===== config.mk =====
export PLATFORM = sky130hd
export DESIGN_NAME = virtio_mmio_block_register_front_end_unit_flat
export DESIGN_NICKNAME = d
export VERILOG_FILES = /design/src/hw/rtl/vmmio_pkg.sv /design/src/hw/rtl/vmmio_ifc.sv /design/src/hw/rtl/virtio_mmio_block_register_front_end_unit.sv /design/src/flat_wrapper.sv
export SDC_FILE = /design/constraint.sdc
export NUM_CORES = 2
export LEC_CHECK = 0
export ABC_AREA = 1
export ABC_CLOCK_PERIOD_IN_PS = 40600
export BUFFER_PORTS_ARGS = -buffer_cell sky130_fd_sc_hd__buf_2
export CAP_MARGIN = 15
export CORE_MARGIN = 10
export CORE_UTILIZATION = 50
export CTS_BUF_LIST = sky130_fd_sc_hd__clkbuf_8
export DETAILED_ROUTE_END_ITERATION = 8
export GPL_ROUTABILITY_DRIVEN = 0
export PLACE_DENSITY = 0.67
export REMOVE_ABC_BUFFERS = 1
export SYNTH_ARGS = -nofsm -noshare
export SYNTH_HDL_FRONTEND = slang
export SYNTH_SLANG_ARGS = --single-unit

===== constraint.sdc =====
create_clock -name clk -period 40.6 [get_ports clk]
set_clock_uncertainty 0.15 [all_clocks]
set_input_delay 10.15 -clock clk [delete_from_list [all_inputs] [get_ports clk]]
set_output_delay 10.15 -clock clk [all_outputs]
set_load 0.02 [all_outputs]

===== src/hw/rtl/vmmio_pkg.sv =====
`timescale 1ns / 1ps
// Shared constants and types of the virtio-mmio register front end.
package vmmio_pkg;

    // Width of the register index on the configuration channel.
    localparam int CFG_IDX_W = 8;

    // Configuration register indexes.
    typedef enum logic [CFG_IDX_W-1:0] {
        CFG_WINDOW_BASE = 8'd0,
        CFG_READ_ONLY   = 8'd1,
        CFG_CAPACITY    = 8'd2,
        CFG_VENDOR      = 8'd3
    } cfg_idx_t;

    // Register offsets inside the window (low byte; the upper offset bits are zero).
    localparam logic [7:0] OFF_MAGIC          = 8'h00;
    localparam logic [7:0] OFF_VERSION        = 8'h04;
    localparam logic [7:0] OFF_DEVICE_ID      = 8'h08;
    localparam logic [7:0] OFF_VENDOR_ID      = 8'h0C;
    localparam logic [7:0] OFF_DEV_FEAT       = 8'h10;
    localparam logic [7:0] OFF_DEV_FEAT_SEL   = 8'h14;
    localparam logic [7:0] OFF_DRV_FEAT       = 8'h20;
    localparam logic [7:0] OFF_DRV_FEAT_SEL   = 8'h24;
    localparam logic [7:0] OFF_QUEUE_SEL      = 8'h30;
    localparam logic [7:0] OFF_QUEUE_NUM_MAX  = 8'h34;
    localparam logic [7:0] OFF_QUEUE_NUM      = 8'h38;
    localparam logic [7:0] OFF_QUEUE_READY    = 8'h44;
    localparam logic [7:0] OFF_QUEUE_NOTIFY   = 8'h50;
    localparam logic [7:0] OFF_IRQ_STATUS     = 8'h60;
    localparam logic [7:0] OFF_IRQ_ACK        = 8'h64;
    localparam logic [7:0] OFF_STATUS         = 8'h70;
    localparam logic [7:0] OFF_DESC_LO        = 8'h80;
    localparam logic [7:0] OFF_DESC_HI        = 8'h84;
    localparam logic [7:0] OFF_AVAIL_LO       = 8'h90;
    localparam logic [7:0] OFF_AVAIL_HI       = 8'h94;
    localparam logic [7:0] OFF_USED_LO        = 8'hA0;
    localparam logic [7:0] OFF_USED_HI        = 8'hA4;

    // The config space starts here; it is 16 bytes long.
    localparam logic [31:0] CFG_SPACE_BASE = 32'h0000_0100;
    localparam logic [7:0]  CFG_BLK_SIZE_BYTE = 8'd128;

    // Identification words.
    localparam logic [31:0] MAGIC_VALUE   = 32'h7472_6976;
    localparam logic [31:0] VERSION_VALUE = 32'd2;
    localparam logic [31:0] DEVICE_ID_BLK = 32'd2;

    // Device feature words: version 1 in the high word, flush and read-only low.
    localparam logic [31:0] FEAT_HI_WORD  = 32'h0000_0001;
    localparam logic [31:0] FEAT_LO_FLUSH = 32'h0000_0200;
    localparam logic [31:0] FEAT_LO_RO    = 32'h0000_0020;

    // Access length that register accesses require.
    localparam logic [3:0] REG_ACCESS_LEN = 4'd4;

    // Operation that stage one applies to the queue memory.
    typedef enum logic [3:0] {
        MOP_NONE,
        MOP_SIZE,
        MOP_DESC_LO,
        MOP_DESC_HI,
        MOP_AVAIL_LO,
        MOP_AVAIL_HI,
        MOP_USED_LO,
        MOP_USED_HI,
        MOP_NOTIFY
    } mem_op_t;

endpackage


===== src/hw/rtl/vmmio_ifc.sv =====
`timescale 1ns / 1ps
// Channel interfaces of the virtio-mmio register front end.

// Bus access channel.
interface vmmio_req_if;
    logic        valid;
    logic        ready;
    logic        func;
    logic [63:0] address;
    logic [3:0]  access_len;
    logic [31:0] write_data;

    modport source (output valid, func, address, access_len, write_data, input ready);
    modport sink   (input valid, func, address, access_len, write_data, output ready);
endinterface

// Result channel: read data and the notify event.
interface vmmio_rsp_if;
    logic        valid;
    logic        ready;
    logic [63:0] read_data;
    logic        notify_valid;
    logic [2:0]  notify_queue;
    logic [8:0]  notify_size;
    logic [63:0] notify_desc_addr;
    logic [63:0] notify_avail_addr;
    logic [63:0] notify_used_addr;
    logic        irq_pulse;

    modport source (output valid, read_data, notify_valid, notify_queue, notify_size,
                    notify_desc_addr, notify_avail_addr, notify_used_addr, irq_pulse,
                    input ready);
    modport sink   (input valid, read_data, notify_valid, notify_queue, notify_size,
                    notify_desc_addr, notify_avail_addr, notify_used_addr, irq_pulse,
                    output ready);
endinterface

// Configuration write channel.
interface vmmio_cfg_if import vmmio_pkg::*; ();
    logic                 valid;
    logic                 ready;
    logic [CFG_IDX_W-1:0] index;
    logic [63:0]          data;

    modport source (output valid, index, data, input ready);
    modport sink   (input valid, index, data, output ready);
endinterface


===== src/hw/rtl/virtio_mmio_block_register_front_end_unit.sv =====
`timescale 1ns / 1ps
// virtio-mmio block device register front end: decode, register file and queue memory.
//
// Usage:
//   req carries one bus access per transfer (func, address, access_len,
//   write_data). Every access produces exactly one transfer on rsp, in order:
//   read data for reads, and a notify event with the queue's settings and an
//   interrupt pulse when a ready queue is notified. cfg takes writes of the
//   window base, read-only flag, capacity and vendor word; it is always ready
//   and must only be written while the block is idle.
// Pipeline and throughput:
//   A result passes from stage one into the output register and is presented
//   on rsp from there. One access is taken per cycle while rsp is not stalled:
//   queue settings live in a memory with a registered read, written back by
//   stage one, with forwarding for back-to-back access.
// Stalls:
//   While rsp is stalled the pending result holds; one more access is taken
//   into stage one, after which req.ready drops until rsp takes a transfer.
// Reset:
//   rst_n clears all state at once, with no clearing pass; queue 0 then has the maximum
//   size. A status write of zero clears the device and queue state, queue 0 size too, but not cfg.
module virtio_mmio_block_register_front_end_unit
    import vmmio_pkg::*;
#(
    parameter int MAX_QUEUE_SIZE = 256,
    parameter int NUM_QUEUES     = 8
)
(
    input  logic              clk,
    input  logic              rst_n,
    vmmio_req_if.sink         req,
    vmmio_rsp_if.source       rsp,
    vmmio_cfg_if.sink         cfg
);

    localparam int QSEL_W = (NUM_QUEUES > 1) ? $clog2(NUM_QUEUES) : 1;
    localparam int SIZE_W = $clog2(MAX_QUEUE_SIZE + 1);

    // One queue memory entry.
    typedef struct packed {
        logic [SIZE_W-1:0] size;
        logic [63:0]       desc;
        logic [63:0]       avail;
        logic [63:0]       used;
    } qent_t;

    // Configuration registers.
    logic [63:0] window_base_reg;
    logic        read_only_reg;
    logic [54:0] capacity_reg;
    logic [31:0] vendor_reg;

    // Device register state.
    logic [31:0]           status_reg;
    logic                  irq_pending_reg;
    logic [31:0]           dev_feat_sel_reg;
    logic [31:0]           drv_feat_sel_reg;
    logic [63:0]           drv_feat_reg;
    logic [QSEL_W-1:0]     queue_select_reg;
    logic [NUM_QUEUES-1:0] queue_ready_reg;
    logic [NUM_QUEUES-1:0] ent_valid_reg;
    logic                  q0_max_reg;

    // Queue memory and its read port.
    qent_t qmem [NUM_QUEUES];
    qent_t mem_rd_reg;
    logic  fwd_hit_reg;
    qent_t fwd_data_reg;

    // Stage one.
    logic              s1_valid_reg;
    mem_op_t           s1_op_reg;
    logic [QSEL_W-1:0] s1_addr_reg;
    logic [31:0]       s1_val_reg;
    logic [63:0]       s1_rdata_reg;

    // Output register.
    logic        out_valid_reg;
    logic [63:0] out_rdata_reg;
    logic        out_notify_reg;
    logic [2:0]  out_queue_reg;
    logic [8:0]  out_size_reg;
    logic [63:0] out_desc_reg;
    logic [63:0] out_avail_reg;
    logic [63:0] out_used_reg;

    // Stage zero decode.
    logic [31:0]       s0_off;
    logic [7:0]        s0_off8;
    logic              s0_is_reg;
    logic              s0_wr_ok;
    logic [31:0]       s0_val;
    logic              s0_val_in_range;
    logic              s0_notify_hit;
    logic              s0_size_ok;
    mem_op_t           s0_op;
    logic [QSEL_W-1:0] s0_raddr;
    logic [31:0]       s0_reg_rdata;
    logic [63:0]       s0_rdata;
    logic [127:0]      cfg_space;
    logic [127:0]      cfg_shift;
    logic [31:0]       cfg_rel;

    // Handshake and write-back control.
    logic  accept;
    logic  s1_fire;
    logic  mem_we;
    logic  soft_rst;
    qent_t s1_base;
    qent_t s1_new;

    // Pipeline flow: stage one moves when the output register is free or drains.
    assign accept    = req.valid && req.ready;
    assign s1_fire   = s1_valid_reg && (!out_valid_reg || rsp.ready);
    assign req.ready = !s1_valid_reg || s1_fire;
    assign cfg.ready = 1'b1;

    // Window offset and register decode.
    assign s0_off          = req.address[31:0] - window_base_reg[31:0];
    assign s0_off8         = s0_off[7:0];
    assign s0_is_reg       = (s0_off[31:8] == 24'd0);
    assign s0_val          = req.write_data;
    assign s0_wr_ok        = req.func && s0_is_reg && (req.access_len == REG_ACCESS_LEN);
    assign s0_val_in_range = (s0_val < 32'(NUM_QUEUES));
    assign s0_notify_hit   = s0_val_in_range && queue_ready_reg[s0_val[QSEL_W-1:0]];
    assign s0_size_ok      = (s0_val != 32'd0) && (s0_val <= 32'(MAX_QUEUE_SIZE));
    assign soft_rst        = accept && s0_wr_ok && (s0_off8 == OFF_STATUS)
                             && (s0_val == 32'd0);

    // Select the queue memory operation for stage one.
    always_comb
    begin
        s0_op    = MOP_NONE;
        s0_raddr = queue_select_reg;
        if (s0_wr_ok)
        begin
            unique case (s0_off8)
                OFF_QUEUE_NUM:
                begin
                    if (s0_size_ok)
                    begin
                        s0_op = MOP_SIZE;
                    end
                end
                OFF_QUEUE_NOTIFY:
                begin
                    if (s0_notify_hit)
                    begin
                        s0_op    = MOP_NOTIFY;
                        s0_raddr = s0_val[QSEL_W-1:0];
                    end
                end
                OFF_DESC_LO:  s0_op = MOP_DESC_LO;
                OFF_DESC_HI:  s0_op = MOP_DESC_HI;
                OFF_AVAIL_LO: s0_op = MOP_AVAIL_LO;
                OFF_AVAIL_HI: s0_op = MOP_AVAIL_HI;
                OFF_USED_LO:  s0_op = MOP_USED_LO;
                OFF_USED_HI:  s0_op = MOP_USED_HI;
                default:      s0_op = MOP_NONE;
            endcase
        end
    end

    // Register read mux.
    always_comb
    begin
        unique case (s0_off8)
            OFF_MAGIC:         s0_reg_rdata = MAGIC_VALUE;
            OFF_VERSION:       s0_reg_rdata = VERSION_VALUE;
            OFF_DEVICE_ID:     s0_reg_rdata = DEVICE_ID_BLK;
            OFF_VENDOR_ID:     s0_reg_rdata = vendor_reg;
            OFF_DEV_FEAT:
            begin
                if (dev_feat_sel_reg == 32'd1)
                begin
                    s0_reg_rdata = FEAT_HI_WORD;
                end
                else
                begin
                    s0_reg_rdata = FEAT_LO_FLUSH | (read_only_reg ? FEAT_LO_RO : 32'd0);
                end
            end
            OFF_QUEUE_NUM_MAX: s0_reg_rdata = 32'(MAX_QUEUE_SIZE);
            OFF_QUEUE_READY:   s0_reg_rdata = {31'd0, queue_ready_reg[queue_select_reg]};
            OFF_IRQ_STATUS:    s0_reg_rdata = {31'd0, irq_pending_reg};
            OFF_STATUS:        s0_reg_rdata = status_reg;
            default:           s0_reg_rdata = 32'd0;
        endcase
    end

    // Config space: capacity, a zero word and the block size byte, shifted to the offset.
    assign cfg_space = {24'd0, CFG_BLK_SIZE_BYTE, 32'd0, 9'd0, capacity_reg};
    assign cfg_rel   = s0_off - CFG_SPACE_BASE;
    assign cfg_shift = cfg_space >> {cfg_rel[3:0], 3'b000};

    // Read data: registers at length four, config bytes up to the access length.
    always_comb
    begin
        s0_rdata = 64'd0;
        if (!req.func)
        begin
            if (s0_is_reg)
            begin
                if (req.access_len == REG_ACCESS_LEN)
                begin
                    s0_rdata = {32'd0, s0_reg_rdata};
                end
            end
            else if (cfg_rel[31:4] == 28'd0)
            begin
                for (int i = 0; i < 8; i++)
                begin
                    if (4'(i) < req.access_len)
                    begin
                        s0_rdata[8*i +: 8] = cfg_shift[8*i +: 8];
                    end
                end
            end
        end
    end

    // Configuration writes and the scalar device registers.
    always_ff @(posedge clk or negedge rst_n)
    begin
        if (!rst_n)
        begin
            window_base_reg  <= 64'd0;
            read_only_reg    <= 1'b0;
            capacity_reg     <= 55'd0;
            vendor_reg       <= 32'd0;
            status_reg       <= 32'd0;
            irq_pending_reg  <= 1'b0;
            dev_feat_sel_reg <= 32'd0;
            drv_feat_sel_reg <= 32'd0;
            drv_feat_reg     <= 64'd0;
            queue_select_reg <= '0;
            queue_ready_reg  <= '0;
            ent_valid_reg    <= '0;
            q0_max_reg       <= 1'b1;
        end
        else
        begin
            if (cfg.valid)
            begin
                unique case (cfg.index)
                    CFG_WINDOW_BASE: window_base_reg <= cfg.data;
                    CFG_READ_ONLY:   read_only_reg   <= cfg.data[0];
                    CFG_CAPACITY:    capacity_reg    <= cfg.data[54:0];
                    CFG_VENDOR:      vendor_reg      <= cfg.data[31:0];
                    default:         ;
                endcase
            end

            if (accept && s0_wr_ok)
            begin
                unique case (s0_off8)
                    OFF_DEV_FEAT_SEL: dev_feat_sel_reg <= s0_val;
                    OFF_DRV_FEAT_SEL: drv_feat_sel_reg <= s0_val;
                    OFF_DRV_FEAT:
                    begin
                        if (drv_feat_sel_reg == 32'd0)
                        begin
                            drv_feat_reg[31:0] <= s0_val;
                        end
                        else
                        begin
                            drv_feat_reg[63:32] <= s0_val;
                        end
                    end
                    OFF_QUEUE_SEL:
                    begin
                        if (s0_val_in_range)
                        begin
                            queue_select_reg <= s0_val[QSEL_W-1:0];
                        end
                    end
                    OFF_QUEUE_READY:
                    begin
                        queue_ready_reg[queue_select_reg] <= (s0_val != 32'd0);
                    end
                    OFF_QUEUE_NOTIFY:
                    begin
                        if (s0_notify_hit)
                        begin
                            irq_pending_reg <= 1'b1;
                        end
                    end
                    OFF_IRQ_ACK:
                    begin
                        irq_pending_reg <= irq_pending_reg & ~s0_val[0];
                    end
                    OFF_STATUS:
                    begin
                        if (s0_val == 32'd0)
                        begin
                            status_reg       <= 32'd0;
                            irq_pending_reg  <= 1'b0;
                            dev_feat_sel_reg <= 32'd0;
                            drv_feat_sel_reg <= 32'd0;
                            drv_feat_reg     <= 64'd0;
                            queue_select_reg <= '0;
                            queue_ready_reg  <= '0;
                            q0_max_reg       <= 1'b0;
                        end
                        else
                        begin
                            status_reg <= s0_val;
                        end
                    end
                    default: ;
                endcase
            end

            // A soft reset clears every entry; otherwise a written entry becomes valid.
            if (soft_rst)
            begin
                ent_valid_reg <= '0;
            end
            else if (mem_we)
            begin
                ent_valid_reg[s1_addr_reg] <= 1'b1;
            end
        end
    end

    // Stage one control.
    always_ff @(posedge clk or negedge rst_n)
    begin
        if (!rst_n)
        begin
            s1_valid_reg <= 1'b0;
            fwd_hit_reg  <= 1'b0;
        end
        else
        begin
            if (accept)
            begin
                s1_valid_reg <= 1'b1;
                fwd_hit_reg  <= mem_we && (s1_addr_reg == s0_raddr);
            end
            else if (s1_fire)
            begin
                s1_valid_reg <= 1'b0;
            end
        end
    end

    // Stage one payload, loaded on a transfer into it.
    always_ff @(posedge clk)
    begin
        if (accept)
        begin
            s1_op_reg    <= s0_op;
            s1_addr_reg  <= s0_raddr;
            s1_val_reg   <= s0_val;
            s1_rdata_reg <= s0_rdata;
            fwd_data_reg <= s1_new;
        end
    end

    // Queue memory: registered read at accept, write-back from stage one.
    always_ff @(posedge clk)
    begin
        if (mem_we)
        begin
            qmem[s1_addr_reg] <= s1_new;
        end
        if (accept)
        begin
            mem_rd_reg <= qmem[s0_raddr];
        end
    end

    // Current entry: forwarded, stored, or the reset value for an unwritten entry.
    always_comb
    begin
        if (fwd_hit_reg)
        begin
            s1_base = fwd_data_reg;
        end
        else if (ent_valid_reg[s1_addr_reg])
        begin
            s1_base = mem_rd_reg;
        end
        else
        begin
            s1_base       = '0;
            s1_base.size  = ((s1_addr_reg == '0) && q0_max_reg) ?
                            SIZE_W'(MAX_QUEUE_SIZE) : '0;
        end
    end

    // Modify the selected field.
    always_comb
    begin
        s1_new = s1_base;
        unique case (s1_op_reg)
            MOP_SIZE:     s1_new.size        = s1_val_reg[SIZE_W-1:0];
            MOP_DESC_LO:  s1_new.desc[31:0]  = s1_val_reg;
            MOP_DESC_HI:  s1_new.desc[63:32] = s1_val_reg;
            MOP_AVAIL_LO: s1_new.avail[31:0]  = s1_val_reg;
            MOP_AVAIL_HI: s1_new.avail[63:32] = s1_val_reg;
            MOP_USED_LO:  s1_new.used[31:0]  = s1_val_reg;
            MOP_USED_HI:  s1_new.used[63:32] = s1_val_reg;
            default:      ;
        endcase
    end

    assign mem_we = s1_fire && s1_valid_reg && (s1_op_reg != MOP_NONE)
                    && (s1_op_reg != MOP_NOTIFY);

    // Output register control.
    always_ff @(posedge clk or negedge rst_n)
    begin
        if (!rst_n)
        begin
            out_valid_reg <= 1'b0;
        end
        else if (s1_fire)
        begin
            out_valid_reg <= 1'b1;
        end
        else if (rsp.ready)
        begin
            out_valid_reg <= 1'b0;
        end
    end

    // Output payload: notify fields are zero unless a ready queue was notified.
    always_ff @(posedge clk)
    begin
        if (s1_fire)
        begin
            out_rdata_reg  <= s1_rdata_reg;
            out_notify_reg <= (s1_op_reg == MOP_NOTIFY);
            if (s1_op_reg == MOP_NOTIFY)
            begin
                out_queue_reg <= 3'(s1_addr_reg);
                out_size_reg  <= 9'(s1_base.size);
                out_desc_reg  <= s1_base.desc;
                out_avail_reg <= s1_base.avail;
                out_used_reg  <= s1_base.used;
            end
            else
            begin
                out_queue_reg <= 3'd0;
                out_size_reg  <= 9'd0;
                out_desc_reg  <= 64'd0;
                out_avail_reg <= 64'd0;
                out_used_reg  <= 64'd0;
            end
        end
    end

    assign rsp.valid             = out_valid_reg;
    assign rsp.read_data         = out_rdata_reg;
    assign rsp.notify_valid      = out_notify_reg;
    assign rsp.notify_queue      = out_queue_reg;
    assign rsp.notify_size       = out_size_reg;
    assign rsp.notify_desc_addr  = out_desc_reg;
    assign rsp.notify_avail_addr = out_avail_reg;
    assign rsp.notify_used_addr  = out_used_reg;
    assign rsp.irq_pulse         = out_notify_reg;

`ifndef SYNTHESIS
    // The bus side only stalls when both stage one and the output register are held.
    a_ready_only_when_full: assert property (@(posedge clk) disable iff (!rst_n)
        !req.ready |-> (s1_valid_reg && out_valid_reg && !rsp.ready))
        else $error("req.ready low without a full, stalled pipeline");

    // A soft reset leaves no queue ready and no queue entry valid.
    a_soft_reset_clears: assert property (@(posedge clk) disable iff (!rst_n)
        soft_rst |=> (queue_ready_reg == '0) && (ent_valid_reg == '0))
        else $error("soft reset left queue state behind");

    // The queue select never points past the last queue.
    a_queue_select_range: assert property (@(posedge clk) disable iff (!rst_n)
        32'(queue_select_reg) < 32'(NUM_QUEUES))
        else $error("queue select out of range");

    // Without a notify the size, descriptor and used addresses and irq pulse of a result are zero.
    a_quiet_result: assert property (@(posedge clk) disable iff (!rst_n)
        (rsp.valid && !rsp.notify_valid) |->
            (rsp.notify_size == 9'd0) && (rsp.notify_desc_addr == 64'd0)
            && (rsp.notify_used_addr == 64'd0) && !rsp.irq_pulse)
        else $error("event fields set on a result without notify");
`endif

endmodule

===== src/flat_wrapper.sv =====
// flat-port wrapper written by rule: the top's interface ports become plain ports
module virtio_mmio_block_register_front_end_unit_flat import vmmio_pkg::*;
#(
    parameter int MAX_QUEUE_SIZE = 256,
    parameter int NUM_QUEUES     = 8
)
  (clk, rst_n, req_valid, req_func, req_address, req_access_len, req_write_data, req_ready, rsp_valid, rsp_read_data, rsp_notify_valid, rsp_notify_queue, rsp_notify_size, rsp_notify_desc_addr, rsp_notify_avail_addr, rsp_notify_used_addr, rsp_irq_pulse, rsp_ready, cfg_valid, cfg_index, cfg_data, cfg_ready);
  vmmio_req_if req_i ();
  vmmio_rsp_if rsp_i ();
  vmmio_cfg_if cfg_i ();
  input  logic clk;
  input  logic rst_n;
  input wire logic [$bits(req_i.valid)-1:0] req_valid;
  input wire logic [$bits(req_i.func)-1:0] req_func;
  input wire logic [$bits(req_i.address)-1:0] req_address;
  input wire logic [$bits(req_i.access_len)-1:0] req_access_len;
  input wire logic [$bits(req_i.write_data)-1:0] req_write_data;
  output wire logic [$bits(req_i.ready)-1:0] req_ready;
  output wire logic [$bits(rsp_i.valid)-1:0] rsp_valid;
  output wire logic [$bits(rsp_i.read_data)-1:0] rsp_read_data;
  output wire logic [$bits(rsp_i.notify_valid)-1:0] rsp_notify_valid;
  output wire logic [$bits(rsp_i.notify_queue)-1:0] rsp_notify_queue;
  output wire logic [$bits(rsp_i.notify_size)-1:0] rsp_notify_size;
  output wire logic [$bits(rsp_i.notify_desc_addr)-1:0] rsp_notify_desc_addr;
  output wire logic [$bits(rsp_i.notify_avail_addr)-1:0] rsp_notify_avail_addr;
  output wire logic [$bits(rsp_i.notify_used_addr)-1:0] rsp_notify_used_addr;
  output wire logic [$bits(rsp_i.irq_pulse)-1:0] rsp_irq_pulse;
  input wire logic [$bits(rsp_i.ready)-1:0] rsp_ready;
  input wire logic [$bits(cfg_i.valid)-1:0] cfg_valid;
  input wire logic [$bits(cfg_i.index)-1:0] cfg_index;
  input wire logic [$bits(cfg_i.data)-1:0] cfg_data;
  output wire logic [$bits(cfg_i.ready)-1:0] cfg_ready;
  assign req_i.valid = req_valid;
  assign req_i.func = req_func;
  assign req_i.address = req_address;
  assign req_i.access_len = req_access_len;
  assign req_i.write_data = req_write_data;
  assign req_ready = req_i.ready;
  assign rsp_valid = rsp_i.valid;
  assign rsp_read_data = rsp_i.read_data;
  assign rsp_notify_valid = rsp_i.notify_valid;
  assign rsp_notify_queue = rsp_i.notify_queue;
  assign rsp_notify_size = rsp_i.notify_size;
  assign rsp_notify_desc_addr = rsp_i.notify_desc_addr;
  assign rsp_notify_avail_addr = rsp_i.notify_avail_addr;
  assign rsp_notify_used_addr = rsp_i.notify_used_addr;
  assign rsp_irq_pulse = rsp_i.irq_pulse;
  assign rsp_i.ready = rsp_ready;
  assign cfg_i.valid = cfg_valid;
  assign cfg_i.index = cfg_index;
  assign cfg_i.data = cfg_data;
  assign cfg_ready = cfg_i.ready;
  virtio_mmio_block_register_front_end_unit #(.MAX_QUEUE_SIZE(MAX_QUEUE_SIZE), .NUM_QUEUES(NUM_QUEUES)) u_core (.clk(clk), .rst_n(rst_n), .req(req_i), .rsp(rsp_i), .cfg(cfg_i));
endmodule

* Yosys cells after proc, flatten, opt, wreduce, memory -nomap -nowiden
Memories as Yosys holds them, arrays and structs flattened. A register that Yosys moved wholly into a read port is not among the register bits.
Cells that the tools add are included.
** Storage, ports and cells
- Bits in writable memories :: 1608
- Input port bits :: 178
- Logic and storage cells :: 194
- Output and inout port bits :: 273
- Bits in registers :: 781
- Memories kept :: 1
** Memory list
- u_core.qmem :: words 8, bits a word 201, read ports 1, clocked after Yosys merged registers in 1, write ports 1, line virtio_mmio_block_register_front_end_unit.sv:65 : qent_t qmem [NUM_QUEUES];
** Cells by class
- Shift-type cells :: 1
- Equality and inequality tests :: 37
- Add/subtract/negate cells :: 2
- Magnitude comparators :: 15
- Multiplexer cells :: 60
- Reductions and logical operators :: 46
- Bitwise logic cells :: 3
** Operator list (number)
- $mux 201 :: 2
- $mux 32 :: 10
- $pmux 32 s8 :: 1
- $mux 64 :: 2
- $shr 104x7->64 :: 1
- $mux 8 :: 11
- $pmux 32 s2 :: 1
- $eq 8x8->1 const B :: 6
- $eq 8x7->1 const B :: 5
- $eq 32x1->1 const B :: 1
- $le 32x9->1 const B :: 1
- $logic_not 32->1 :: 1
- $lt 32x4->1 const B :: 1
- $pmux 4 s8 :: 1
- $reduce_bool 32->1 :: 1
- $sub 32x32->32 :: 1
- $sub 32x9->32 const B :: 1
- $logic_not 28->1 :: 1
- $eq 8x6->1 const B :: 3
- $logic_not 24->1 :: 1
- $eq 4x3->1 const B :: 5
- $mux 9 :: 2
- $eq 8x2->1 const B :: 2
- $eq 8x4->1 const B :: 2
- 40 further kinds :: 101

* Longest topological paths before layout
- Depth after elaboration :: 9
- Mapped depth :: 29
- Depth with buffers taken out :: 26

* Worst setup path before layout
Ideal clock, no wire load.
- Kind :: input port to flip-flop
- Start :: input port rsp_ready
- End :: memory u_core.qmem[1][0] (netlist bit), enable pin
- Stages :: 4
- Setup time :: 1.256 ns
- Arrival time :: 44.010 ns
- Data required time :: 39.194 ns
- Buffers on the path :: 0
- Path slack :: -4.816 ns
- Path through :: inv_1 -> a21oi_1 -> nand2_1 -> nor4_1
** Between the ends
- Cells in the longest elaborated chain, start to end :: 7
** RTL lines
- from (decl) :: line flat_wrapper.sv:28 : input wire logic [$bits(rsp_i.ready)-1:0] rsp_ready;
- $logic_or 1x1->1 :: line virtio_mmio_block_register_front_end_unit.sv:114 : assign s1_fire = s1_valid_reg && (!out_valid_reg || rsp.ready);
- $logic_and 1x1->1 :: line virtio_mmio_block_register_front_end_unit.sv:114
- via u_core.s1_fire :: line virtio_mmio_block_register_front_end_unit.sv:106 : logic s1_fire;
- $logic_and 1x1->1 (2 in series) :: line virtio_mmio_block_register_front_end_unit.sv:409 : assign mem_we = s1_fire && s1_valid_reg && (s1_op_reg != MOP_NONE)
- $logic_and 1x1->1 :: line virtio_mmio_block_register_front_end_unit.sv:410 : && (s1_op_reg != MOP_NOTIFY);
- $mux 1 :: line virtio_mmio_block_register_front_end_unit.sv:364 : if (mem_we)
- $mux 1 (not written as such) :: line virtio_mmio_block_register_front_end_unit.sv:366 : qmem[s1_addr_reg] <= s1_new;
- to (decl) :: line virtio_mmio_block_register_front_end_unit.sv:65
The timed path passes the listed nets, and every way through them passes these cells.

* Worst setup path after layout
- Start :: input port rsp_ready
- End :: output port req_ready
** Between the ends
- Cells in the longest elaborated chain, start to end :: 3
** RTL lines
- $logic_or 1x1->1 :: line virtio_mmio_block_register_front_end_unit.sv:114
- $logic_and 1x1->1 :: line virtio_mmio_block_register_front_end_unit.sv:114
- $logic_or 1x1->1 :: line virtio_mmio_block_register_front_end_unit.sv:115 : assign req.ready = !s1_valid_reg || s1_fire;
- to (decl) :: line flat_wrapper.sv:18 : output wire logic [$bits(req_i.ready)-1:0] req_ready;
No other way between the ends.

==> summary.txt <==
Hold path
  – Startpoint of the tightest hold check path: u_core.s1_rdata_reg[45]
  – WHS Path Cells: 0
  – End point of the most critical hold path: u_core.rsp.read_data[45]
  – Worst hold path class: flip-flop to flip-flop

Layout
  – Layout overhead on the synthesized area: 10.4%
  – Final nets: about 11k
  – Final design area excluding fillers: about 130000 sq um
  – Max FFs per register: around 1.6k
  – Final cell count without fillers: about 15k
  – Fill cell count: just under 20k
  – Layout cell share with drive strength beyond 1: 9.41%

Floorplanning
  – Top Ports: between 400 and 500
  – Overall die area: 247000 sq um
  – Cell row count: between 150 and 200
  – Y dimension of the die: approximately 500 microns
  – Horizontal extent of the die: slightly below 500 microns
  – Floorplan Core Area: ~230000 sq um
  – Initial core utilization: 50.4%

Power
  – Total leakage power: around 54 nW
  – Peak supply drop: roughly 0.000038 V
  – Power per standard cell area: ~45 nW/um^2
  – Overall power: 5.64 mW

GRT
  – Number of global-route vias before repair: around 80k
  – GR Util All Layers: 25.3%
  – Initial antenna violation count: 22
  – Overflow left after global routing: 0
  – Global-route wire length before repair: just under 500 mm
  – Maximum number of pins on one net before global-route repair: 140

Placement
  – DP Wirelength: 175 mm
  – Input/output buffers: 401
  – Cell total after placement: roughly 14k
  – Total placed instance area: about 120000 sq um

Drt
  – Remaining antenna violation count after routing: 0
  – Via count of the routed design: just over 80k
  – Routed wire length: between 300 and 400 mm
  – Detailed-route vias per instance: around 5.5
  – DRC: 0
  – Number of DRC violations after detailed-routing iteration 0: about 8.7k
  – First-pass iteration count of the detailed router: 7
  – Post-DR wirelength/cell: ~22 microns

Worst setup path
  – Setup slack of the most critical reg-to-reg path: 32.04 ns
  – Type of origin of the critical path: primary input
  – Depth of the worst register-to-register path: 20
  – R2R Path End: u_core.mem_rd_reg[157]
  – Worst R2R Start: u_core.window_base_reg[0]
  – Crit-path slowest cell: buf_2
  – Cell type with the highest occurrence count on the critical path: buf_2
  – Critical path peak fanout: 3
  – CP Capture Type: output pin
  – Chain of cells forming the critical path: buf_2 > inv_1 > nand3_1 > buf_2
  – Required time reported for the critical path endpoint: between 30 and 40 ns
  – WP data arrival: 10.67 ns
  – Worst stage delay on the critical path: about 0.19 ns
  – Critical path class: primary input to output pin

Logic synthesis
  – Count of flip-flops with a built-in enable after synthesis: 2368
  – Post-Synthesis Cell Area: around 110000 sq um
  – Synthesized instance count: 11.0k
  – Most frequent cell after synthesis: nand2_1
  – Warning count from the yosys run: 0
  – Top post-synthesis cells by count: nand2_1, edfxtp_1, inv_1
  – Unique masters post-synth: 62
  – Area leader, netlist: edfxtp_1
  – Cell types with the largest area share after synthesis: edfxtp_1, nand2_1, nand3_1, inv_1, dfrtp_1
  – Leading register cell type out of synthesis: edfxtp_1
  – Mean instance size in the synthesized netlist: just over 10 sq um
  – Share of synthesized area occupied by flip-flops and latches: between 60% and 70%
  – Synthesized flop and latch total: between 2k and 3k
  – Async SR Flop Fraction: between 8 and 9%
  – Area share of the leading cell type in the synthesized netlist: around 63%

STA
  – Fin. Hold Viols: 0
  – Part of the cycle the worst path needs: between 50% and 60%
  – Final slew viol count: 0
  – Unrepaired setup endpoints after global routing: no
  – Highest clock rate: ~48 MHz
  – Period minus WS final: 20.97 ns
  – Max-slew headroom at the worst pin: ~18%
  – Worst Tran Pin Value: 1.23 ns
  – Final setup vio count: 0

Clock network
  – Clock Sinks: 2576
  – Total CTS buffers: around 430
  – H-Tree Depth: 5
  – Post-CTS setup-driven buffer insertion count: 0
  – Post-CTS Hold Fix Bufs: 0
  – Clock transition time at the flip-flop clock pins of the worst setup and hold paths: roughly 0.07 ns
  – TritonCTS clock tree: built
  – Clock latency on the worst-skew pair: 1.17 ns
  – CTS Root Buffer Type: clkbuf_8
  – Largest buffer count on any clock path: 4
  – Post-cts resize count: 0

Outcome
  – Run status: finished, final reports clean

Run
  – Number of max-cap violations: 0
[power breakdown]
part           internal, mW  total, mW  switching (mW)
Sequential             3.08       3.11          0.0382
Combinational        0.0925      0.429           0.337
Clock                  1.08       2.10            1.02
Total                  4.25       5.64            1.40
[layer usage]
layer  wire length, microns  track usage, %  part of all wire, %
met1                 127000            33.2                   39
met5                    111               0                0.034
met4                  15500            12.5                  4.8
met2                 148000            39.7                   46
met3                  33100            5.80                   10
[placed cells by master, fill, tap and decap left out, types with 6 or more instances in the layout]
cell type,instances
nor2_2,13
nor3_1,53
a21oi_1,258
diode_2,11
bufinv_16,12
edfxtp_1,2368
buf_12,13
dfrtp_1,206
inv_2,13
clkinv_2,46
inv_8,6
buf_4,87
nand3_1,1692
nand4_1,38
nand2_1,2465
nor4_1,13
nor4_2,6
a22oi_1,7
a21boi_0,200
ha_1,31
o21ai_0,215
nor2_1,547
o21ai_1,13
conb_1,8
clkbuf_8,442
nand2_4,9
and2_1,6
clkinv_1,81
o31ai_1,34
nand3b_1,208
o22ai_1,60
o2111ai_1,10
inv_1,1945
buf_2,400
o2bb2ai_1,10
[area by class of cell]
type                    count  area, sq um  share of cell area, %
flip-flops and latches   2576        76300                   60.8
diodes                     11         27.5                 0.0219
clock buffers             442         6080                   4.85
repair buffers            504         2950                   2.35
clock inverters           287         1510                   1.20
well taps                2992         3740                   2.98
multi-input cells        5953        28000                   22.3
inverters                1828         6900                   5.50
[logic make-up after synthesis]
| kind of cell | Yosys count | synth area share, % |
|---|---|---|
| compound gates | 832 | 4.39 |
| xor+xnor | 4 | 0.0308 |
| fa+ha+maj | 32 | 0.359 |
| buf+inv | 2441 | 8.47 |
| flops | 2576 | 67.1 |
| mux | 1 | 0.00990 |
| other cells | 2 | 0.00661 |
| simple gates | 5076 | 19.6 |
[critical path: cells and delay by family]
family | cells | cell delay [ns]
buffers and inverters | 3 | 0.40
AND/OR/NAND/NOR | 1 | 0.12
[worst max path at each step]
stage	depth (start not counted)	from	slack [ns]	to
5_1_grt	4	rsp_ready	19.58	req_ready
4_1_cts	4	rsp_ready	19.63	req_ready
3_3_place_gp	4	rsp_ready	19.64	req_ready
2_1_floorplan	4	rsp_ready	-4.82	u_core.qmem[1][0]
6_report	4	rsp_ready	19.63	req_ready
3_5_place_dp	4	rsp_ready	19.63	req_ready
[stage by stage]
step,setup slack (ns),hold slack (ns),util (%),setup TNS [ns]
4_1_cts,19.63,0.238,55.6,0
6_report,19.63,0.240,55.6,0
2_1_floorplan,-4.82,0.250,-,-4862.75
3_3_place_gp,19.64,0.251,52.3,0
5_1_grt,19.58,0.270,55.6,0
3_5_place_dp,19.63,0.255,52.3,0
Note: power is estimated with default switching activity, not from simulation.
